[config.mk]
export PLATFORM = sky130hd
export DESIGN_NAME = lzfb_queue
export DESIGN_NICKNAME = d
export VERILOG_FILES = /design/src/hdl/lzfb_pkg.sv /design/src/hdl/lzfb_queue.sv
export SDC_FILE = /design/constraint.sdc
export NUM_CORES = 1
export LEC_CHECK = 0
export ABC_CLOCK_PERIOD_IN_PS = 3800
export BUFFER_PORTS_ARGS = -buffer_cell sky130_fd_sc_hd__buf_2
export CAP_MARGIN = 0
export CORE_UTILIZATION = 33
export DETAILED_ROUTE_END_ITERATION = 12
export PLACE_DENSITY = 0.52
export SKIP_CTS_REPAIR_TIMING = 1
export SYNTH_ARGS = -nofsm -noshare
export SYNTH_HDL_FRONTEND = slang
export SYNTH_SLANG_ARGS = --single-unit
[constraint.sdc]
create_clock -name clk -period 3.8 [get_ports clk]
set_input_delay 0.95 -clock clk [delete_from_list [all_inputs] [get_ports clk]]
set_output_delay 0.95 -clock clk [all_outputs]
set_load 0.03 [all_outputs]
[src/hdl/lzfb_pkg.sv]
// Shared constants and types for the LZ flag-byte decompressor.
package lzfb_pkg;

  localparam int COUNT_BITS = 24;     // width of the produced-byte counter
  localparam int CFG_W      = 24;     // width of the output length register
  localparam int WIN_AW     = 12;     // history window address width
  localparam int WIN_DEPTH  = 1 << WIN_AW;
  localparam int RUN_W      = 13;     // token run length counter
  localparam int Q_DEPTH    = 2;      // front-to-back queue entries
  localparam int Q_AW       = $clog2(Q_DEPTH);

  typedef logic [COUNT_BITS-1:0] count_t;
  typedef logic [WIN_AW-1:0]     win_addr_t;
  typedef logic [RUN_W-1:0]      run_t;

  // Parser phase, one-hot.
  typedef enum logic [6:0] {
    PH_FLAG    = 7'b0000001,
    PH_LO      = 7'b0000010,
    PH_HI      = 7'b0000100,
    PH_EXTRA   = 7'b0001000,
    PH_COUNT   = 7'b0010000,
    PH_LITERAL = 7'b0100000,
    PH_COPY    = 7'b1000000
  } phase_t;

  // One classified item, handed from the parser to the history unit.
  typedef struct packed {
    logic      wr;        // item produces an output byte
    logic      from_mem;  // byte comes from the history (copy), else literal
    logic [7:0] lit;
    win_addr_t rd_addr;
    logic      rd_ok;     // history entry has been written at least once
    win_addr_t wr_addr;
    logic      want;
    logic      fin;
    logic      misuse;
  } op_t;

endpackage

[src/hdl/lzfb_queue.sv]
// Short op queue decoupling the parser from the history unit.
module lzfb_queue (
  input  logic          clk,
  input  logic          rst_n,
  input  logic          push,
  input  lzfb_pkg::op_t push_op,
  output logic          full,
  input  logic          pop,
  output logic          head_valid,
  output lzfb_pkg::op_t head_op
);

  lzfb_pkg::op_t               slot_r [lzfb_pkg::Q_DEPTH];
  logic [lzfb_pkg::Q_AW-1:0]   wr_ptr_r, rd_ptr_r;
  logic [lzfb_pkg::Q_AW:0]     cnt_r;

  assign full       = (cnt_r == (lzfb_pkg::Q_AW+1)'(lzfb_pkg::Q_DEPTH));
  assign head_valid = (cnt_r != '0);
  assign head_op    = slot_r[rd_ptr_r];

  always_ff @(posedge clk) begin
    if (push) begin
      slot_r[wr_ptr_r] <= push_op;
    end
  end

  always_ff @(posedge clk) begin
    if (!rst_n) begin
      wr_ptr_r <= '0;
      rd_ptr_r <= '0;
      cnt_r    <= '0;
    end else begin
      if (push) begin
        wr_ptr_r <= wr_ptr_r + lzfb_pkg::Q_AW'(1);
      end
      if (pop) begin
        rd_ptr_r <= rd_ptr_r + lzfb_pkg::Q_AW'(1);
      end
      cnt_r <= cnt_r + (lzfb_pkg::Q_AW+1)'(push) - (lzfb_pkg::Q_AW+1)'(pop);
    end
  end

endmodule

Yosys cells after proc, flatten, opt, wreduce, memory -nomap -nowiden
Memory sizes are Yosys's and may differ from the RTL's. A register that Yosys moved wholly into a read port is not among the register bits. Cells that the tools add are included. W data, S select, Z words.

Add/subtract/negate cells: 4. Multiply operators: 0. Divide/modulo/power cells: 0. $lt $le $gt $ge: 0. Equality and inequality tests: 1. Shifts and indexed selects: 0. Multiplexer cells: 4. Bitwise operators: 0. Reduce and logical (&&, ||, !) cells: 1.

Operator list (number): $mux W1 (4); $add A1 B1 Y1 const B (2); $add A2 B1 Y2 (1); $eq A2 B2 Y1 const B (1); $reduce_bool A2 Y1 (1); $sub A2 B1 Y2 (1).

Register bits: 4. Bits in latches: 0. Memory bits (writable): 76. Bits in read-only memories: 0. Logic and storage cells: 14. Memories: 1.

Memory list: slot_r (depth 2, bits a word 38, rd ports 1, clocked after memory_dff 1, write ports 1, line lzfb_queue.sv:13) `lzfb_pkg::op_t slot_r [lzfb_pkg::Q_DEPTH];`.

Logic depth before layout (Yosys ltp)
Gate-level depths: netlist (run 1).

Word-level depth: 3. Depth in mapped cells: 6. Depth with buffers taken out: 6.

Worst setup path after synthesis (run 1)
No wires, ideal clock.

Path type: input to register. From: in push. To: mem slot_r[0][0] in the netlist's numbering (enable). Library setup time: 439 ps. Data arrival time: 2685 ps. Data required time: 3361 ps. Slack: 676 ps. Cell stages on the path: 1. Path through: nor2b_1.

Word-level cells in the longest chain between the ends: 2.

Ends and longest elaborated chain: start: declaration (line lzfb_queue.sv:5) `input logic push,`; $mux W1 (line lzfb_queue.sv:22) `if (push) begin`; $mux W1 (not written as such) (line lzfb_queue.sv:23) `slot_r[wr_ptr_r] <= push_op;`; end: declaration (line lzfb_queue.sv:13).

Every way passes these cells.

==> metrics, run 1 <==
reg2reg path depth 1; initial core utilization 0.345; largest net degree at the start of global routing 39; GPL Wtd Cong 0.731; Yosys reg bits 81; initial antenna violation count 0; fmax 0.364 GHz; drt first pass iters 6; placed cell count 326; CP Depth 3; Setup CP Type reg2out; DR vias 1492; Max VDD drop 267 µV; CP Buf/Inv Count 2; # fillers 825; num rows 34; RSZ-0062 raised after global routing false; PwrDens 526 nW/µm²; DPL Wire Length 3.19 mm; Worst setup EP type output pin; Detailed Route Iter0 Violations 27; Worst Max-Slew Pin Slew 960 ps; Routed wire per std cell 14.5 µm; drt drc 0; Final Hold Violating Endpoints 0; CP max stage delay 510 ps; Worst setup SP type flip-flop; vias in the first global route 1505; Total Power 1.99 mW; Final min period 2750 ps; htree depth 3; slowest stage cell on the critical path buf_4; # setup viols final 0; Arr. time, crit path 1800 ps; die height 98.2 µm; cells after synthesis 139; Slew headroom 0.360; Netlist cell types 14; Syn Area/Cell 22.0 µm²; share of cells above drive strength 1 0.584; Setup Skew 5.20 ps; gr ovfl total 0; Leak 1.48 nW; total CTS buffers 9; # clock sinks 81; worst path cell trace buf_4, mux2_2, buf_2; WP data required 2850 ps; num ports 82; worst min path class reg2reg; Area growth syn-to-layout 23.8%; crit-path max FO 35; fin cells 341; outcome complete, no violations; TritonCTS clock tree built; hold path cells 2; Die Footprint 9640 µm²; clock transition at the registers of the reported paths 80 ps; clk buf depth 2; fin util 0.427; WL final 4.93 mm; crit share post-route 0.724; antenna-violating nets left 0; Net count, final 273; Seq/Total Area, Yosys 0.781; vias per inst 4.38; MaxCap Viol Count 0; first-pass GRT wire length 7.70 mm; cell family with most CP delay buffers and inverters; core region area 8850 µm²; YS warnings 0; Slew Limit Fails 0; port bufs 81; CTS Root Buffer Type clkbuf_8; Tot GR Track Use 0.109; ANT cells 0; Die W 98.2 µm; Fin Setup TNS 0 ps; worst skew pair latency 330 ps; Post-Syn Nets 183; area of the mapped netlist 3050 µm²
-- sequential cells by signal (all words and copies together) (netlist names), named ones only --
name / flops
wr_ptr_r: 1
rd_ptr_r: 1
slot_r: 76
cnt_r: 2
-- per-layer routing --
metal | global-route usage | wire, µm | vias up
li1 | - | - | 716
met3 | 0.0372 | 305 | 8
met2 | 0.178 | 2360 | 48
met5 | 0 | 0 | -
met4 | 0.0482 | 76 | 0
met1 | 0.132 | 2180 | 720
-- layout make-up --
cell class,count,area [µm²],share of cell area
sequential,81,2380,0.631
multi-input combinational,52,632,0.167
timing repair buffer,83,420,0.111
tap,108,135,0.0358
clock buffer,10,128,0.0338
clock inverter,5,71.3,0.0189
inverter,2,7.51,0.00199
-- synthesized netlist by cell type --
cell	instances	share of area
and2_1	4	0.0082
buf_2	1	0.0016
buf_6	3	0.011
dfxtp_1	5	0.033
edfxtp_1	76	0.75
ha_1	2	0.0082
inv_1	2	0.0025
mux2_2	18	0.066
mux2_4	20	0.098
nor2b_1	4	0.0082
o21a_1	1	0.0025
or2_2	1	0.0021
xnor3_1	1	0.0074
xor2_1	1	0.0029
-- power by group --
part / internal (mW) / leakage [nW] / total, mW / switching [mW]
Sequential: 1.03 / 0.755 / 1.04 / 0.0146
Clock: 0.360 / 0.0989 / 0.637 / 0.277
Combinational: 0.123 / 0.621 / 0.305 / 0.182
-- path summary, 6_finish.rpt --
kind	start	end	slack [ps]
min	rd_ptr_r	flip-flop	580
max	flip-flop	head_op[1]	1050
min reg2reg	rd_ptr_r	flip-flop	580
max reg2reg	wr_ptr_r	slot_r[1][1]	2220
-- stage by stage --
stage               setup WS, ps  hold slack [ps]  cell area [µm²]
global route                 955              602             3780
finish                      1050              577             3780
detailed placement          1380              569             3580
global placement            1390              568             3580
floorplan                    676              555             3050
CTS                          993              585             3780
-- cell families after synthesis --
kind of cell               synth area share
adders and majority gates           0.00820
buffers and inverters                0.0152
xor gates and xnor gates             0.0103
and+or+nand+nor                      0.0184
AOI/OAI and AO/OA                   0.00246
muxes                                 0.165
DFF                                   0.781
-- cell usage in the layout (no fill, tap or decap) --
| cell | netlist | final |
|---|---|---|
| and2_1 | 4 | 3 |
| or2_2 | 1 | 1 |
| xnor3_1 | 1 | 1 |
| buf_4 | 0 | 2 |
| xor2_1 | 1 | 1 |
| and2_2 | 0 | 1 |
| bufinv_16 | 0 | 2 |
| clkinv_1 | 0 | 3 |
| mux2_2 | 18 | 18 |
| edfxtp_1 | 76 | 76 |
| o21a_1 | 1 | 1 |
| inv_1 | 2 | 2 |
| buf_2 | 1 | 81 |
| clkbuf_1 | 0 | 1 |
| nor2b_1 | 4 | 3 |
| dfxtp_2 | 0 | 1 |
| ha_1 | 2 | 2 |
| dfxtp_1 | 5 | 4 |
| clkbuf_8 | 0 | 9 |
| nor2b_4 | 0 | 1 |
| mux2_4 | 20 | 20 |
Note: power is estimated with default switching activity, not from simulation.
==> run 2, diff against run 1 <==
--- a/config.mk
+++ b/config.mk
@@ -5,12 +5,12 @@
 export SDC_FILE = /design/constraint.sdc
 export NUM_CORES = 1
 export LEC_CHECK = 0
-export ABC_CLOCK_PERIOD_IN_PS = 3800
+export ABC_CLOCK_PERIOD_IN_PS = 2400
 export BUFFER_PORTS_ARGS = -buffer_cell sky130_fd_sc_hd__buf_2
 export CAP_MARGIN = 0
 export CORE_UTILIZATION = 33
 export DETAILED_ROUTE_END_ITERATION = 12
-export PLACE_DENSITY = 0.52
+export PLACE_DENSITY = 0.54
 export SKIP_CTS_REPAIR_TIMING = 1
 export SYNTH_ARGS = -nofsm -noshare
 export SYNTH_HDL_FRONTEND = slang
==> constraint.sdc (replaced) <==
create_clock -name clk -period 2.4 [get_ports clk]
set_input_delay 0.6 -clock clk [delete_from_list [all_inputs] [get_ports clk]]
set_output_delay 0.6 -clock clk [all_outputs]
set_load 0.03 [all_outputs]
==> run 2 against run 1 <==
  * The flow now finishes with violations (DRC)
  * First-iteration DRC count increased by 22%
  * Cell area increased by 1.1%
  * Register-to-register slack worse by 1100 ps
  * Critical path type unchanged
==> metrics, run 2 (synthesis gave the netlist of run 1 again) <==
outcome complete, but fails checks; violated checks DRC; fin util 0.432; RSZ-0062 raised after global routing false; Slew Limit Fails 0; Finished Cell Area 3820 µm²; num ports 82; WP data required 1800 ps; biggest regs slot_r (76), cnt_r (2); Leak 1.49 nW; fmax 0.450 GHz; die height 98.2 µm; # fillers 820; Fin Setup TNS 0 ps; ANT cells 0; vias in the first global route 1567; Reg with most FFs slot_r; worst slack, placed 521 ps; Placed Area 3620 µm²; initial core utilization 0.345; Final Hold Violating Endpoints 0; TritonCTS clock tree built; largest net degree at the start of global routing 40; MaxCap Viol Count 0; worst skew pair latency 350 ps; WL final 5.12 mm; Worst setup EP type output pin; share of cells above drive strength 1 0.591; DPL Wire Length 3.36 mm; Routed wire per std cell 14.9 µm; Slew headroom 0.716; Register Area 2380 µm²; Area growth syn-to-layout 25.1%; htree depth 3; crit-path max FO 25; gr ovfl total 0; Hold WS 437 ps; # clock sinks 81; most frequent cells in the layout buf_2 (81), edfxtp_1 (76), mux2_4 (20); Die Footprint 9640 µm²; Total Power 3.17 mW; GPL Wtd Cong 0.630; Worst Max-Slew Pin Slew 426 ps; Setup CP Type reg2out; Net count, final 275; DR vias 1515; Detailed Route Iter0 Violations 33; Max VDD drop 359 µV; crit share post-route 0.926; total CTS buffers 9; antenna-violating nets left 0; core region area 8850 µm²; Arr. time, crit path 1620 ps; port bufs 81; drt first pass iters 10; Setup Skew 4.97 ps; Tot GR Track Use 0.113; clock transition at the registers of the reported paths 80 ps; # setup viols final 0; final worst slack 179 ps; Final min period 2220 ps; placed cell count 328; worst min path class in2reg; clk buf depth 2; Die W 98.2 µm; vias per inst 4.42; Largest register FFs 76; PwrDens 831 nW/µm²; Worst setup SP type flip-flop; CTS Root Buffer Type clkbuf_8; most common cell after layout, fill and taps aside buf_2; initial antenna violation count 0; first-pass GRT wire length 7.87 mm; drt drc 3; num rows 34; area of the multi-input gates 632 µm²; fin cells 343
-- run 2: cell types whose count changed in the layout (fill, tap and decap cells not counted), sizes merged --
cell    delta
clkinv     -1
buf        +2
clkbuf     +1
-- run 2: where the power goes --
group	internal [mW]	switching, mW
Clock	0.576	0.447
Combinational	0.203	0.293
Sequential	1.63	0.0227
Total	2.41	0.763
-- run 2: worst paths after layout --
check	from	endpoint	slack, ps	depth (start not counted)
max	flip-flop	head_op[2]	180	3
min	push_op[12]	slot_r[0][12]	440	1
max reg2reg	cnt_r[0]	cnt_r[1]	1160	6
min reg2reg	rd_ptr_r	flip-flop	570	2
-- run 2: cell type report --
class | instances | area share
flip-flops and latches | 81 | 0.624
multi-input cells | 52 | 0.165
repair buffers | 85 | 0.121
well taps | 108 | 0.0354
clock buffers | 11 | 0.0344
clock inverters | 4 | 0.0180
inverters | 2 | 0.00197
-- run 2: critical path: stages (launching register included) --
cell	delay [ps]
dfxtp_2	330
buf_4	370
mux2_2	390
buf_2	180
-- run 2: per-layer routing --
layer / vias up / track usage / wire length [µm]
met2: 51 / 0.184 / 2560
met5: - / 0 / 0
met4: 0 / 0.0792 / 143
met1: 734 / 0.131 / 2130
li1: 719 / - / -
met3: 11 / 0.0293 / 278
==> run 3, diff against run 2 <==
--- a/config.mk
+++ b/config.mk
@@ -5,9 +5,11 @@
 export SDC_FILE = /design/constraint.sdc
 export NUM_CORES = 1
 export LEC_CHECK = 0
+export ABC_AREA = 1
 export ABC_CLOCK_PERIOD_IN_PS = 2400
 export BUFFER_PORTS_ARGS = -buffer_cell sky130_fd_sc_hd__buf_2
 export CAP_MARGIN = 0
+export CORE_MARGIN = 5
 export CORE_UTILIZATION = 33
 export DETAILED_ROUTE_END_ITERATION = 12
 export PLACE_DENSITY = 0.54
==> run 3 against run 2 <==
  * The flow now finishes without violations
  * Sequential share of layout area fell by 0.35 points
  * Cell count is 4.4% higher
  * Combinational power decreased by 12%
  * Area after synthesis about the same
  * Register-to-register slack got worse by 40 ps
  * Critical path type unchanged
==> metrics, run 3 <==
# clock sinks 81; Final Hold Violating Endpoints 0; num ports 82; Final min period 2110 ps; top-count cell post-synth edfxtp_1; vias in the first global route 1698; DPL Wire Length 3.65 mm; slowest stage cell on the critical path dfxtp_2; Fin Setup TNS 0 ps; synth top area cells edfxtp_1 (75%), mux2_4 (9.8%), mux2_2 (6.6%); Syn Area/Cell 20.2 µm²; share of cells above drive strength 1 0.567; gr ovfl total 0; antenna-violating nets left 0; grt met1 use 0.127; fin cells 358; Post-synth top cells edfxtp_1 (76), mux2_4 (20), mux2_2 (18); fmax 0.475 GHz; most frequent cells in the layout buf_2 (81), edfxtp_1 (76), mux2_4 (20); worst reg2reg endpoint cnt_r[1]; CTS Root Buffer Type clkbuf_8; drt first pass iters 4; cell family with most CP delay buffers and inverters; clk buf depth 2; Setup CP Type reg2out; FF-to-FF setup slack 1120 ps; # fillers 851; Tot GR Track Use 0.105; cells after synthesis 151; DR vias 1557; placed cell count 343; Worst setup EP type output pin; worst path cell trace buf_4, mux2_2, buf_2; PwrDens 817 nW/µm²; hold path cells 1; Leak 1.52 nW; initial antenna violation count 1; Routed wire per std cell 15.6 µm; YS warnings 0; MaxCap Viol Count 0; Register Area 2380 µm²; TritonCTS clock tree built; num rows 35; CP max stage delay 370 ps; post-synthesis async set-or-reset flop share 0; share of the synthesized area in the top cell type 0.748; Slew Limit Fails 0; crit-path max FO 13; HP Start push_op[31]; port bufs 81; Reg with most FFs slot_r; Slew headroom 0.741; ANT cells 0; CP Buf/Inv Count 2; WL final 5.58 mm; initial core utilization 0.335; Die Footprint 11300 µm²; worst skew pair latency 340 ps; Worst Hold Endpoint slot_r[0][31]; Total Power 3.14 mW; vias per inst 4.35; Die W 106 µm; Area growth syn-to-layout 25.9%; most common cell after layout, fill and taps aside buf_2; WP data required 1800 ps; Worst setup SP type flip-flop; Max VDD drop 290 µV; met2 usage in global routing 0.159; clock transition at the registers of the reported paths 80 ps; die height 106 µm; Net count, final 287; first-pass GRT wire length 8.80 mm; # setup viols final 0; M3 GR Usage 0.0553; grt peak-use layer met2; largest net degree at the start of global routing 39; GPL Wtd Cong 0.669; biggest regs slot_r (76), cnt_r (2); Post-Syn Nets 195; drt drc 0; RSZ-0062 raised after global routing false; Netlist cell types 12; Reg2Reg Launch Point cnt_r[0]; crit share post-route 0.877; area of the multi-input gates 609 µm²; Setup Skew 8.31 ps; Detailed Route Iter0 Violations 47; area leader, netlist edfxtp_1; Arr. time, crit path 1510 ps; htree depth 3; core region area 9110 µm²; Top FF cell, synth edfxtp_1; final worst slack 295 ps; area of the mapped netlist 3050 µm²; worst slack, placed 649 ps; Largest register FFs 76; total CTS buffers 9; Seq/Total Area, Yosys 0.781; outcome complete, no violations; reg2reg path depth 8; Post-synth EDFFs 76; worst min path class in2reg; Yosys reg bits 81; Worst Max-Slew Pin Slew 387 ps
==> run 3: kinds of logic (layout without fill, tap and decap cells) <==
kind of cell / count (synthesis) / after routing / share of synthesized area
mux: 38 / 38 / 0.165
simple gates: 18 / 18 / 0.0226
compound gates: 1 / 1 / 0.00164
buf+inv: 11 / 107 / 0.0213
fa+ha+maj: 2 / 2 / 0.00821
flops: 81 / 81 / 0.781
==> run 3: layout make-up <==
class,instances,share of cell area
sequential,81,0.621
multi-input combinational,59,0.159
timing repair buffer,85,0.123
tap,111,0.0362
clock buffer,10,0.0332
clock inverter,5,0.0212
inverter,7,0.00684
==> run 3: where the power goes <==
group,internal [mW],switching [mW]
clock network,0.581,0.470
registers,1.63,0.0197
logic,0.168,0.268
==> run 3: metal layers <==
metal  up-vias  routed length [µm]
met5         -                   7
met4         2                  67
met3        10                 508
met2        54                2560
met1       740                2430
li1        751                   -
==> run 3: worst reg2reg max path, stage by stage (launching register included) <==
cell	delay, ps
dfxtp_1	330
inv_1	60
ha_1	260
inv_1	40
ha_1	180
inv_1	60
nand2_1	70
a21oi_1	130
nor2_1	60
==> run 3: how the worst max path moves through the flow <==
stage / startpoint / to / slack (ps) / cells past startpoint
CTS: flip-flop / head_op[1] / 250 / 3
detailed placement: flip-flop / head_op[1] / 650 / 3
global placement: flip-flop / head_op[1] / 680 / 3
global route: flip-flop / head_op[28] / 220 / 3
floorplan: push / slot_r[0][0] / 380 / 2
finish: flip-flop / head_op[1] / 290 / 3
==> run 3: metrics by stage <==
stage	hold slack, ps	utilization	instance area (µm²)
floorplan	463	-	3050
global placement	479	0.399	3630
detailed placement	495	0.399	3630
CTS	415	0.422	3840
global route	403	0.422	3840
finish	440	0.422	3840
