File: config.mk
export PLATFORM = sky130hd
export DESIGN_NAME = lzfb_front_flat
export DESIGN_NICKNAME = d
export VERILOG_FILES = /design/src/hdl/lzfb_pkg.sv /design/src/hdl/lzfb_if.sv /design/src/hdl/lzfb_front.sv /design/src/flat_wrapper.sv
export SDC_FILE = /design/constraint.sdc
export NUM_CORES = 1
export LEC_CHECK = 0
export BUFFER_PORTS_ARGS = -buffer_cell sky130_fd_sc_hd__buf_2
export CELL_PAD_IN_SITES_DETAIL_PLACEMENT = 0
export CELL_PAD_IN_SITES_GLOBAL_PLACEMENT = 1
export CORE_ASPECT_RATIO = 1.75
export CORE_MARGIN = 10
export CORE_UTILIZATION = 49
export CTS_CLUSTER_SIZE = 8
export DETAILED_ROUTE_END_ITERATION = 7
export GPL_TIMING_DRIVEN = 0
export PLACE_DENSITY_LB_ADDON = 0.1
export SYNTH_ARGS = -nofsm -noshare
export SYNTH_HDL_FRONTEND = slang
export SYNTH_SLANG_ARGS = --single-unit
export TNS_END_PERCENT = 100
File: constraint.sdc
create_clock -name clk -period 11.6 [get_ports clk]
set_clock_uncertainty 0.05 [all_clocks]
set_input_delay 0 -clock clk [delete_from_list [all_inputs] [get_ports clk]]
set_output_delay 0 -clock clk [all_outputs]
set_load 0.005 [all_outputs]
File: src/hdl/lzfb_pkg.sv
// Shared constants and types for the LZ flag-byte decompressor.
package lzfb_pkg;

  localparam int COUNT_BITS = 24;     // width of the produced-byte counter
  localparam int CFG_W      = 24;     // width of the output length register
  localparam int WIN_AW     = 12;     // history window address width
  localparam int WIN_DEPTH  = 1 << WIN_AW;
  localparam int RUN_W      = 13;     // token run length counter
  localparam int Q_DEPTH    = 2;      // front-to-back queue entries
  localparam int Q_AW       = $clog2(Q_DEPTH);

  typedef logic [COUNT_BITS-1:0] count_t;
  typedef logic [WIN_AW-1:0]     win_addr_t;
  typedef logic [RUN_W-1:0]      run_t;

  // Parser phase, one-hot.
  typedef enum logic [6:0] {
    PH_FLAG    = 7'b0000001,
    PH_LO      = 7'b0000010,
    PH_HI      = 7'b0000100,
    PH_EXTRA   = 7'b0001000,
    PH_COUNT   = 7'b0010000,
    PH_LITERAL = 7'b0100000,
    PH_COPY    = 7'b1000000
  } phase_t;

  // One classified item, handed from the parser to the history unit.
  typedef struct packed {
    logic      wr;        // item produces an output byte
    logic      from_mem;  // byte comes from the history (copy), else literal
    logic [7:0] lit;
    win_addr_t rd_addr;
    logic      rd_ok;     // history entry has been written at least once
    win_addr_t wr_addr;
    logic      want;
    logic      fin;
    logic      misuse;
  } op_t;

endpackage

File: src/hdl/lzfb_if.sv
// Valid/ready channel interfaces for compressed input and decompressed results.
interface lzfb_in_if;
  logic       valid;
  logic       ready;
  logic       func;
  logic [7:0] in_byte;

  modport source (output valid, output func, output in_byte, input ready);
  modport sink   (input valid, input func, input in_byte, output ready);
endinterface


File: src/hdl/lzfb_front.sv
// Token parser: accepts items, tracks flag/token state and positions, emits ops.
module lzfb_front (
  input  logic                         clk,
  input  logic                         rst_n,
  input  logic                         cfg_we,
  input  logic [lzfb_pkg::CFG_W-1:0]   cfg_wdata,
  lzfb_in_if.sink                      in_ch,
  input  logic                         q_full,
  output logic                         q_push,
  output lzfb_pkg::op_t                q_op
);

  lzfb_pkg::phase_t    phase_r, phase_nxt, ephase;
  logic [7:0]          flag_bits_r, flag_bits_nxt, eflag;
  logic [3:0]          flags_left_r, flags_left_nxt, eleft;
  logic [15:0]         pword_r, pword_nxt, pw_hi;
  lzfb_pkg::run_t      run_r, run_nxt, run_dec, short_len, long_len;
  lzfb_pkg::win_addr_t dist_r, dist_nxt, wpos_r, wpos_nxt, rd_addr;
  logic                wrapped_r, wrapped_nxt;
  lzfb_pkg::count_t    produced_r, produced_nxt, len_c;
  logic [lzfb_pkg::CFG_W-1:0] out_len_r;
  logic                misuse, put, end_tok, fin_now;
  logic [10:0]         long_sum;

  assign len_c   = lzfb_pkg::COUNT_BITS'(out_len_r);
  assign run_dec = run_r - lzfb_pkg::RUN_W'(1);
  assign rd_addr = wpos_r - dist_r;
  assign pw_hi   = {in_ch.in_byte, pword_r[7:0]};

  // end of token: shift out one flag bit and pick the next token kind
  assign eflag  = flag_bits_r >> 1;
  assign eleft  = flags_left_r - 4'd1;
  assign ephase = (eleft == 4'd0) ? lzfb_pkg::PH_FLAG :
                  (eflag[0] ? lzfb_pkg::PH_LO : lzfb_pkg::PH_COUNT);

  assign short_len = lzfb_pkg::RUN_W'(pw_hi[2:0]) + lzfb_pkg::RUN_W'(4);
  assign long_sum  = {1'b0, pword_r[3:0], in_ch.in_byte[7:2]} + 11'd1;
  assign long_len  = {long_sum, in_ch.in_byte[1:0]};

  assign in_ch.ready = !q_full;
  assign q_push      = in_ch.valid && !q_full;

  always_comb begin
    fin_now        = produced_r >= len_c;
    misuse         = fin_now || (in_ch.func != (phase_r == lzfb_pkg::PH_COPY));
    phase_nxt      = phase_r;
    flag_bits_nxt  = flag_bits_r;
    flags_left_nxt = flags_left_r;
    pword_nxt      = pword_r;
    run_nxt        = run_r;
    dist_nxt       = dist_r;
    put            = 1'b0;
    end_tok        = 1'b0;
    q_op.from_mem  = 1'b0;

    if (!misuse) begin
      if (in_ch.func) begin
        put           = 1'b1;
        q_op.from_mem = 1'b1;
        run_nxt       = run_dec;
        end_tok       = (run_dec == '0);
      end else begin
        unique case (phase_r)
          lzfb_pkg::PH_LO: begin
            pword_nxt = {8'h00, in_ch.in_byte};
            phase_nxt = lzfb_pkg::PH_HI;
          end
          lzfb_pkg::PH_HI: begin
            pword_nxt = pw_hi;
            if (pw_hi[3]) begin
              run_nxt   = short_len;
              dist_nxt  = pw_hi[15:4];
              phase_nxt = lzfb_pkg::PH_COPY;
            end else begin
              phase_nxt = lzfb_pkg::PH_EXTRA;
            end
          end
          lzfb_pkg::PH_EXTRA: begin
            run_nxt   = long_len;
            dist_nxt  = pword_r[15:4];
            phase_nxt = lzfb_pkg::PH_COPY;
          end
          lzfb_pkg::PH_COUNT: begin
            run_nxt = lzfb_pkg::RUN_W'(in_ch.in_byte);
            if (in_ch.in_byte == 8'h00) begin
              end_tok = 1'b1;
            end else begin
              phase_nxt = lzfb_pkg::PH_LITERAL;
            end
          end
          lzfb_pkg::PH_LITERAL: begin
            put     = 1'b1;
            run_nxt = run_dec;
            end_tok = (run_dec == '0);
          end
          default: begin
            // flag byte: eight tokens follow, bit 0 first
            flag_bits_nxt  = in_ch.in_byte;
            flags_left_nxt = 4'd8;
            phase_nxt      = in_ch.in_byte[0] ? lzfb_pkg::PH_LO : lzfb_pkg::PH_COUNT;
          end
        endcase
      end
    end

    if (end_tok) begin
      flag_bits_nxt  = eflag;
      flags_left_nxt = eleft;
      phase_nxt      = ephase;
    end

    wpos_nxt     = put ? wpos_r + lzfb_pkg::WIN_AW'(1) : wpos_r;
    wrapped_nxt  = wrapped_r || (put && (wpos_r == '1));
    produced_nxt = put ? produced_r + lzfb_pkg::COUNT_BITS'(1) : produced_r;

    q_op.wr      = put;
    q_op.lit     = in_ch.in_byte;
    q_op.rd_addr = rd_addr;
    // entries not yet written since reset read as zero
    q_op.rd_ok   = wrapped_r || (rd_addr < wpos_r);
    q_op.wr_addr = wpos_r;
    q_op.fin     = produced_nxt >= len_c;
    q_op.want    = !(produced_nxt >= len_c) && (phase_nxt != lzfb_pkg::PH_COPY);
    q_op.misuse  = misuse;
  end

  always_ff @(posedge clk) begin
    if (!rst_n) begin
      phase_r      <= lzfb_pkg::PH_FLAG;
      flag_bits_r  <= '0;
      flags_left_r <= '0;
      pword_r      <= '0;
      run_r        <= '0;
      dist_r       <= '0;
      wpos_r       <= '0;
      wrapped_r    <= 1'b0;
      produced_r   <= '0;
      out_len_r    <= '0;
    end else begin
      if (cfg_we) begin
        out_len_r <= cfg_wdata;
      end
      if (q_push) begin
        phase_r      <= phase_nxt;
        flag_bits_r  <= flag_bits_nxt;
        flags_left_r <= flags_left_nxt;
        pword_r      <= pword_nxt;
        run_r        <= run_nxt;
        dist_r       <= dist_nxt;
        wpos_r       <= wpos_nxt;
        wrapped_r    <= wrapped_nxt;
        produced_r   <= produced_nxt;
      end
    end
  end

endmodule

File: src/flat_wrapper.sv
// flat-port wrapper written by rule: the top's interface ports become plain ports
module lzfb_front_flat 
  (clk, rst_n, cfg_we, cfg_wdata, q_full, q_push, q_op, in_ch_valid, in_ch_func, in_ch_in_byte, in_ch_ready);
  lzfb_in_if in_ch_i ();
  input  logic clk;
  input  logic rst_n;
  input  logic cfg_we;
  input  logic [lzfb_pkg::CFG_W-1:0] cfg_wdata;
  input  logic q_full;
  output logic q_push;
  output lzfb_pkg::op_t q_op;
  input wire logic [$bits(in_ch_i.valid)-1:0] in_ch_valid;
  input wire logic [$bits(in_ch_i.func)-1:0] in_ch_func;
  input wire logic [$bits(in_ch_i.in_byte)-1:0] in_ch_in_byte;
  output wire logic [$bits(in_ch_i.ready)-1:0] in_ch_ready;
  assign in_ch_i.valid = in_ch_valid;
  assign in_ch_i.func = in_ch_func;
  assign in_ch_i.in_byte = in_ch_in_byte;
  assign in_ch_ready = in_ch_i.ready;
  lzfb_front u_core (.clk(clk), .rst_n(rst_n), .cfg_we(cfg_we), .cfg_wdata(cfg_wdata), .in_ch(in_ch_i), .q_full(q_full), .q_push(q_push), .q_op(q_op));
endmodule
* After elaboration in Yosys (flattened, before gate mapping)
Index checks and enable logic that the tools add are counted.
** Storage, ports and cells
- Register bits after elaboration :: 121
- Logic and storage cells :: 92
- Output and inout bits :: 40
- Bits of input ports :: 38
** Cells by class
- Mux-type cells :: 33
- Eq/ne operators :: 14
- Add/subtract/negate cells :: 7
- Bitwise gates (word level) :: 3
- Reduce and logical (&&, ||, !) cells :: 21
- Magnitude comparators :: 3
** Operators by type and width (number)
- one-hot mux 13 bit (4 select lines) :: 1
- greater-or-equal comparator 24 bit :: 2
- 2-to-1 mux 7 bit :: 6
- one-hot mux 7 bit (5 select lines) :: 1
- 2-to-1 mux 8 bit :: 4
- one-hot mux 16 bit (2 select lines) :: 1
- 2-to-1 mux 13 bit :: 2
- adder 24 x 1 -> 24 bit (second input constant) :: 1
- 2-to-1 mux 24 bit :: 1
- one-hot mux 12 bit (2 select lines) :: 1
- 2-to-1 mux 4 bit :: 4
- logical NOT 13 bit :: 1
- subtractor 13 x 1 -> 13 bit (second input constant) :: 1
- adder 12 x 1 -> 12 bit (second input constant) :: 1
- equality test 12 bit (second input constant) :: 1
- < comparator 12 bit :: 1
- 2-to-1 mux 12 bit :: 1
- AND reduction 4 bit :: 3
- subtractor 12 bit :: 1
- adder 10 x 1 -> 11 bit (second input constant) :: 1
- 2-to-1 mux 5 bit :: 2
- AND reduction 5 bit :: 2
- logical NOT 8 bit :: 1
- 2-to-1 mux 1 bit :: 8
- other kinds (23) :: 33

* Depth between registers and ports, before layout
Gate-level depths: netlist (run 1).
- Depth after elaboration :: 8
- Depth in mapped cells :: 21
- Mapped depth without buffers :: 19

* Worst setup path after synthesis (run 1)
OpenSTA, ideal clock, no wires.
- Path type :: register to output
- Start :: reg u_core.produced_r[17]
- End :: out q_op[2] in the netlist's numbering
- Arrival time :: 4.578 ns
- Buffers on the path :: 3
- Required time :: 11.550 ns
- Slack :: 6.972 ns
- Stages on the path, launching flop included :: 21
- Path through :: dfxtp_1 ha_1 a21o_1 nand3_1 a21oi_1 or4_1 buf_2 nor3_1 buf_2 buf_2 nand4_1 xnor2_1 ha_1 a21o_1 a21o_1 a21oi_1 inv_1 or4b_2 a2111oi_0 nor2_1 a31oi_1
** RTL lines
- start: declaration :: RTL line lzfb_front.sv:20 : lzfb_pkg::count_t produced_r, produced_nxt, len_c;
- start signal: assignment :: RTL line lzfb_front.sv:152 : produced_r <= produced_nxt;
- end: declaration :: RTL line flat_wrapper.sv:11 : output lzfb_pkg::op_t q_op;

==> results of run 1 <==
==> through the flow <==
| stage | instances | setup slack (ps) | power (mW) | utilization (%) |
|---|---|---|---|---|
| 6_report | 1376 | 5395 | 1.084 | 59.39 |
| 5_1_grt | 1376 | 5018 | 1.119 | 59.39 |
| 4_1_cts | 1376 | 5451 | 1.091 | 59.39 |
| 3_5_place_dp | 1311 | 5954 | 0.5451 | 53.76 |
| 3_3_place_gp | 1311 | 5981 | 0.5438 | 53.76 |
| 2_1_floorplan | 1015 | 6972 | 0.5058 | - |
==> how the worst max path moves through the flow <==
| stage | to | slack (ps) | depth (start not counted) |
|---|---|---|---|
| 5_1_grt | q_op[2] | 5020 | 21 |
| 2_1_floorplan | q_op[2] | 6970 | 20 |
| 4_1_cts | q_op[2] | 5450 | 21 |
| 3_3_place_gp | q_op[2] | 5980 | 21 |
| 3_5_place_dp | q_op[2] | 5950 | 21 |
| 6_report | q_op[2] | 5390 | 21 |
==> cell families after synthesis <==
logic type	Yosys count	share of synthesized area [%]
fa+ha+maj	80	12.30
compound gates	206	16.60
xor+xnor	68	7.263
simple gates	369	22.92
mux	36	4.410
flops	120	29.30
buf+inv	136	7.217
==> cell usage in the layout (no fill, tap or decap), types with 5 or more instances in the layout <==
cell type,Yosys,routed
a211oi_1,5,5
a21o_1,13,13
a21oi_1,64,64
a221oi_2,7,7
a22oi_1,15,15
a311oi_1,8,8
and2_1,18,18
and3_1,16,16
buf_2,8,80
buf_4,13,13
clkbuf_1,39,39
clkbuf_16,0,17
clkinv_4,0,5
dfxtp_1,120,120
dlygate4sd3_1,0,33
ha_1,79,79
inv_1,71,71
mux2i_1,35,35
nand2_1,66,66
nand2b_1,14,14
nand3_1,25,25
nand3b_1,5,5
nand4_1,30,30
nor2_1,119,119
nor2b_1,7,7
nor3_1,19,19
nor4_1,10,10
o21a_1,7,7
o21ai_0,38,38
o22ai_1,11,11
or3_1,9,9
xnor2_1,43,43
xor2_1,25,25
==> area by class of cell <==
class,count,share of cell area (%)
clock inverter,15,1.742
timing repair buffer,105,7.071
clock buffer,17,4.356
inverter,71,2.729
tap,224,2.870
multi-input combinational,759,53.31
sequential,120,24.60
buffer,65,3.331
==> worst register-to-register path, cell delays in order (launching register included) <==
cell	delay, ps
dfxtp_1	510
ha_1	330
a21o_1	190
nand3_1	80
a21oi_1	90
or4_1	510
buf_2	200
or2_1	230
buf_2	210
a211oi_2	600
a21boi_0	200
o21a_1	220
==> Yosys cell counts, drive strengths merged (2+ instances only) <==
master	count
a21oi	64
xnor2	43
nor3	23
a221oi	8
xor2	25
mux2i	35
or3	11
o21a	7
and3	16
nor2b	7
o21bai	2
a31oi	4
a22oi	15
or2	4
o21ai	44
o31ai	4
a211oi	6
clkbuf	39
a21o	13
a21boi	2
and4	3
nand2	67
and2	18
nand3	26
nand4	30
nand3b	5
buf	26
nor2	119
a311oi	8
or4b	2
nand2b	14
nor4b	4
o211ai	3
a211o	3
or4	6
o32ai	2
nor4	11
ha	79
o31a	2
o22ai	11
dfxtp	120
inv	71
==> sequential cells by signal (all words and copies together) (netlist names) <==
signal               count
u_core.len_c            24
u_core.dist_r           12
u_core.flag_bits_r       7
u_core.pword_r          16
u_core.wrapped_r         1
u_core.run_r            13
u_core.produced_r       24
u_core.flags_left_r      4
u_core.wpos_r           12
u_core.phase_r           7
==> layer usage <==
layer	share of wire (%)	GRT usage, %	vias up	wire length, um
li1	-	-	3826	-
met1	36	20.72	3638	9017
met2	56	43.96	165	13920
met3	3.3	4.136	70	833
met4	5.1	13.51	0	1271
met5	0	0	-	0
==> power by group <==
group	switching (mW)	internal, mW
registers	0.00534	0.420
logic	0.0707	0.0495
clock network	0.217	0.321
total	0.293	0.791
==> what timing repair did <==
item / in CTS / in global routing
hold buffers: 33 / 0
gates resized for setup: 0 / 0
endpoints found under the hold margin: 38 / 0
==> flow_metrics.env, run 1 <==
export IMPL_status="complete, no violations"
export IMPL_row_count=62
export IMPL_drv_slew=0
export IMPL_synth_edff_count=0
export IMPL_insertion_delay_ps=430
export IMPL_die_y_um=191.1
export IMPL_setup_violations=0
export IMPL_fin_nets=1257
export IMPL_cp_max_fo=10
export IMPL_power_leakage_nw=4.041
export IMPL_drive_gt1_share_pct=13.45
export IMPL_drc_errors=0
export IMPL_rr_endpoint="u_core.run_r[10]"
export IMPL_tritoncts="yes"
export IMPL_fp_coreArea_sq_mm=0.01645
export IMPL_relSlewSlack_pct=26.61
export IMPL_io_pins=78
export IMPL_cp_common_cell="buf_2"
export IMPL_r2r_start="u_core.produced_r[17]"
export IMPL_fill_cells=1593
export IMPL_critical_path_buf_inv_count=5
export IMPL_rrSetupSlack_ps=8070
export IMPL_synth_cell_area_sq_mm=0.008200
export IMPL_postCtsSetupBuffers=0
export IMPL_ys_seq_area_share_pct=29.30
export IMPL_hold_depth=3
export IMPL_track_usage_pct=22.36
export IMPL_holdPathEnd="u_core.dist_r[9]"
export IMPL_cts_buffers_inserted=17
export IMPL_cts_buffer_depth=2
export IMPL_grt_max_degree=17
export IMPL_crit_required_ps=11550
export IMPL_drt_wl_total_um=25050
export IMPL_synth_cell_types=70
export IMPL_vdd_drop_max_mv=0.09569
export IMPL_setup_worst_path_start_class="register"
export IMPL_yosys_area_top_type="dfxtp_1"
export IMPL_power_density_mw_per_mm2=111.0
export IMPL_period_share_pct=53.49
export IMPL_multiInputGateArea_sq_mm=0.005206
export IMPL_syn2layout_area_growth_pct=19.10
export IMPL_post_drt_wl_per_cell_um=18.20
export IMPL_syn_area_per_cell_sq_um=8.079
export IMPL_htreeDepth=4
export IMPL_hold_path_class="primary input to register"
export IMPL_synthFlopType="dfxtp_1"
export IMPL_vias=7699
export IMPL_cpMaxStageDelayCell="or4b_2"
export IMPL_die_w_um=117.8
export IMPL_r2r_cells=11
export IMPL_start_util_pct=49.86
export IMPL_hpwl_um=19430
export IMPL_clkTransAtPathRegs_ps=60
export IMPL_ant_nets=0
export IMPL_finalCriticalPeriod_ps=6205
export IMPL_cts_sinks=120
export IMPL_gp_congestion=0.9475
export IMPL_min_from="in_ch_in_byte[5]"
export IMPL_yosys_warnings=0
export IMPL_hold_violations=0
export IMPL_critPathLaunch="u_core.produced_r[17]"
export IMPL_worst_hold_slack_ps=17.63
export IMPL_placed_area_sq_mm=0.008841
export IMPL_ys_top_cells_by_area="dfxtp_1 (29%), ha_1 (12%), nor2_1 (5.4%)"
export IMPL_insertedDiodeCount=0
export IMPL_worst_pin_slew_ps=1101
export IMPL_crit_chain="ha_1 > a21o_1 > nand3_1 > a21oi_1 > or4_1 > buf_2 > nor3_1 > buf_2 > buf_2 > nand4_1 > xnor2_1 > ha_1 > a21o_1 > a21o_1 > a21oi_1 > inv_1 > or4b_2 > a2111oi_0 > nor2_1 > a31oi_1 > buf_2"
export IMPL_io_buffer_count=72
export IMPL_drt_iter0_drc=373
export IMPL_maxCapViolCount=0
export IMPL_synth_top_area_share_pct=29.30
export IMPL_max_freq_mhz=161.2
export IMPL_antenna_found_initial=0
export IMPL_ys_ff_latch=120
export IMPL_syn_instance_count=1015
export IMPL_worstPathArrival_ps=6160
export IMPL_max_stage_delay_ps=640
export IMPL_finalSetupTns_ps=0
export IMPL_worstSetupPathType="register to primary output"
export IMPL_clockRootBuffer="clkbuf_16"
export IMPL_vias_per_cell=5.595
export IMPL_die_area_sq_mm=0.02251
export IMPL_dr_pass1_iters=4
export IMPL_critPathCaptureType="primary output"
export IMPL_fin_area_sq_mm=0.009767
export IMPL_synth_nets=1133
export IMPL_rsz0062_at_grt="no"
export IMPL_cp_top_family="simple AND/OR/NAND/NOR gates"
export IMPL_regArea_sq_mm=0.002402
export IMPL_async_reset_ff_share_pct=0
export IMPL_grt_remaining_overflow=0
export IMPL_grt_pass1_wl_um=40510
export IMPL_first_global_vias=8001
No activity file was read; power rests on OpenSTA's default activity.
==> inputs of run 2 (changes only) <==
--- a/config.mk
+++ b/config.mk
@@ -5,12 +5,13 @@
 export SDC_FILE = /design/constraint.sdc
 export NUM_CORES = 1
 export LEC_CHECK = 0
+export ABC_AREA = 1
 export BUFFER_PORTS_ARGS = -buffer_cell sky130_fd_sc_hd__buf_2
 export CELL_PAD_IN_SITES_DETAIL_PLACEMENT = 0
 export CELL_PAD_IN_SITES_GLOBAL_PLACEMENT = 1
 export CORE_ASPECT_RATIO = 1.75
 export CORE_MARGIN = 10
-export CORE_UTILIZATION = 49
+export CORE_UTILIZATION = 44
 export CTS_CLUSTER_SIZE = 8
 export DETAILED_ROUTE_END_ITERATION = 7
 export GPL_TIMING_DRIVEN = 0
==> constraint.sdc (replaced) <==
create_clock -name clk -period 6.5 [get_ports clk]
set_clock_uncertainty 0.05 [all_clocks]
set_input_delay 0 -clock clk [delete_from_list [all_inputs] [get_ports clk]]
set_output_delay 0 -clock clk [all_outputs]
set_load 0.005 [all_outputs]
==> run 2 against run 1 <==
- register-to-register slack worse by 4500 ps
- via count is 12% higher
- cell count is 20% higher
- synthesized cell count is 26% higher
- utilization is 6.4 points lower
- worst setup slack worse by 3900 ps
- flip-flop and latch count stayed put
- synthesized area is 4.7% higher
- routed wire length is 12% higher
- critical path type unchanged
- largest cell class unchanged
- largest power group unchanged
==> flow_metrics.env, run 2 <==
export IMPL_status="complete, no violations"
export IMPL_grtUsageMet2_pct=42.80
export IMPL_ys_ff_latch=120
export IMPL_tritoncts="yes"
export IMPL_finalSetupTns_ps=0
export IMPL_synth_cell_types=52
export IMPL_worst_pin_slew_ps=812.4
export IMPL_synth_edff_count=0
export IMPL_hold_path_class="primary input to register"
export IMPL_setup_violations=0
export IMPL_synthFlopType="dfxtp_1"
export IMPL_insertedDiodeCount=0
export IMPL_maxCapViolCount=0
export IMPL_async_reset_ff_share_pct=0
export IMPL_crit_required_ps=6450
export IMPL_htreeDepth=4
export IMPL_drt_wl_total_um=28100
export IMPL_grt_max_degree=17
export IMPL_final_common_cell="nand2_1"
export IMPL_clockRootBuffer="clkbuf_16"
export IMPL_pre_cts_ws_ps=1996
export IMPL_fill_cells=2031
export IMPL_drt_iter0_drc=469
export IMPL_syn_instance_count=1274
export IMPL_die_w_um=125.6
export IMPL_die_y_um=204.8
export IMPL_hpwl_um=22260
export IMPL_drv_slew=0
export IMPL_fin_nets=1520
export IMPL_cts_sinks=120
export IMPL_grt_remaining_overflow=0
export IMPL_cp_common_cell="nand2_1"
export IMPL_yosys_warnings=0
export IMPL_first_global_vias=8710
export IMPL_hold_violations=0
export IMPL_syn2layout_area_growth_pct=18.57
export IMPL_pwr_share_comb_pct=20.3
export IMPL_io_pins=78
export IMPL_dr_pass1_iters=5
export IMPL_gr_usage_met3_pct=3.441
export IMPL_cts_buffers_inserted=17
export IMPL_p_int_mw=1.467
export IMPL_critPathCaptureType="primary output"
export IMPL_vias=8661
export IMPL_drive_gt1_share_pct=11.66
export IMPL_placed_area_sq_mm=0.009265
export IMPL_fp_coreArea_sq_mm=0.01920
export IMPL_setup_worst_path_start_class="register"
export IMPL_relSlewSlack_pct=45.42
export IMPL_io_buffer_count=76
export IMPL_busiest_layer="met2"
export IMPL_max_freq_mhz=201.5
export IMPL_track_usage_pct=21.58
export IMPL_post_drt_wl_per_cell_um=16.97
export IMPL_finalCriticalPeriod_ps=4962
export IMPL_syn_area_per_cell_sq_um=6.737
export IMPL_gp_congestion=0.9244
export IMPL_worst_hold_slack_ps=48.10
export IMPL_die_area_sq_mm=0.02571
export IMPL_vias_per_cell=5.230
export IMPL_ys_seq_area_share_pct=27.99
export IMPL_crit_chain="inv_1 > ha_1 > nand2_1 > nor2_1 > nand2_1 > nor2_1 > nand2_1 > nor2_1 > nand2_1 > nand2_4 > nor2_4 > buf_2 > o21ai_0 > inv_1 > ha_1 > nand2_1 > inv_1 > nand3_1 > nor3_1 > nand4_1 > nand4_1 > nor2_1 > buf_2"
export IMPL_yosys_area_top_type="dfxtp_1"
export IMPL_power_leakage_nw=4.835
export IMPL_fin_cells=1656
export IMPL_row_count=67
export IMPL_antenna_found_initial=0
export IMPL_use_met1_pct=20.81
export IMPL_grt_pass1_wl_um=44510
export IMPL_synth_cell_area_sq_mm=0.008583
export IMPL_cp_max_fo=10
export IMPL_synth_top_area_share_pct=27.99
export IMPL_cpMaxStageDelayCell="nor3_1"
export IMPL_power_mw=2.179
export IMPL_synth_nets=1392
export IMPL_insertion_delay_ps=430
export IMPL_pwr_share_seq_pct=36.4
export IMPL_placedCellCount=1591
export IMPL_swShare_pct=32.65
export IMPL_clkPwrFrac_pct=43.3
export IMPL_vdd_drop_max_mv=0.1361
export IMPL_fin_area_sq_mm=0.01018
export IMPL_mostFrequentLayoutCells="nand2_1 (234), inv_1 (180), a21oi_1 (135)"
export IMPL_period_share_pct=76.33
export IMPL_synth_common_cells="nand2_1 (234), inv_1 (180), a21oi_1 (135), dfxtp_1 (120), nor2_1 (119)"
export IMPL_ant_nets=0
export IMPL_drc_errors=0
export IMPL_post_route_util_pct=53.01
export IMPL_start_util_pct=44.71
export IMPL_p_sw_mw=0.7112
export IMPL_ys_top_cells_by_area="dfxtp_1 (28%), ha_1 (12%), nand2_1 (10%)"
export IMPL_worstSetupPathType="register to primary output"
export IMPL_clkTransAtPathRegs_ps=60
export IMPL_yosys_cell_count_top_type="nand2_1"
export IMPL_final_setup_worst_slack_ps=1538
export IMPL_worstPathArrival_ps=4910
export IMPL_max_stage_delay_ps=640
export IMPL_cts_buffer_depth=2
export IMPL_power_density_mw_per_mm2=214.1
export IMPL_rsz0062_at_grt="no"
-- run 2: layout make-up --
class	count	area (sq um)	share of cell area, %
multi-input combinational	912	5202	51.12
sequential	120	2402	23.60
timing repair buffer	109	710.7	6.983
inverter	188	708.2	6.958
clock buffer	17	425.4	4.180
tap	241	301.5	2.963
buffer	54	270.3	2.656
clock inverter	15	156.4	1.537
-- run 2: power groups by stage --
| stage | Combinational [mW] | Sequential, mW | Clock (mW) |
|---|---|---|---|
| after global placement | 0.422 | 0.808 | 0 |
| after global routing | 0.504 | 0.797 | 0.986 |
| after CTS | 0.446 | 0.793 | 0.955 |
| after detailed placement | 0.428 | 0.809 | 0 |
| final | 0.441 | 0.793 | 0.944 |
| after floorplan | 0.296 | 0.800 | 0 |
-- run 2: worst paths after layout --
| check | from | to | slack, ps | cells after the start |
|---|---|---|---|---|
| min | in_ch_func | u_core.dist_r[1] | 50 | 4 |
| max reg2reg | u_core.len_c[23] | u_core.produced_r[22] | 3570 | 14 |
| min reg2reg | u_core.flag_bits_r[1] | u_core.flag_bits_r[1] | 440 | 2 |
| max | u_core.len_c[23] | q_op[2] | 1540 | 23 |
-- run 2: cell families after synthesis --
logic type / share of synthesized area (%)
simple gates: 25.23
xor+xnor: 4.373
flops: 27.99
buf+inv: 11.40
compound gates: 19.26
fa+ha+maj: 11.75
-- run 2: metal layers --
layer,part of all wire [%],wire length [um]
met1,37,10370
met2,57,15960
met3,2.8,790
met4,3.5,983
met5,0,0
-- run 2: repair_timing --
item / 4_1_cts / 5_1_grt
endpoints found under the hold margin: 47 / 0
hold buffers: 33 / 0
buffers inserted: 0 / 0
endpoints found under the setup margin: 0 / 0
resized for setup: 0 / 0
-- run 2: critical path, delay by kind of cell, from the launching register on --
family | cells | cell delay [ps]
AND/OR/NAND/NOR | 15 | 2650
AO/OA/AOI/OAI | 1 | 360
adder cells (fa/ha/maj) | 2 | 580
buffers and inverters | 5 | 570
flip-flops | 1 | 300
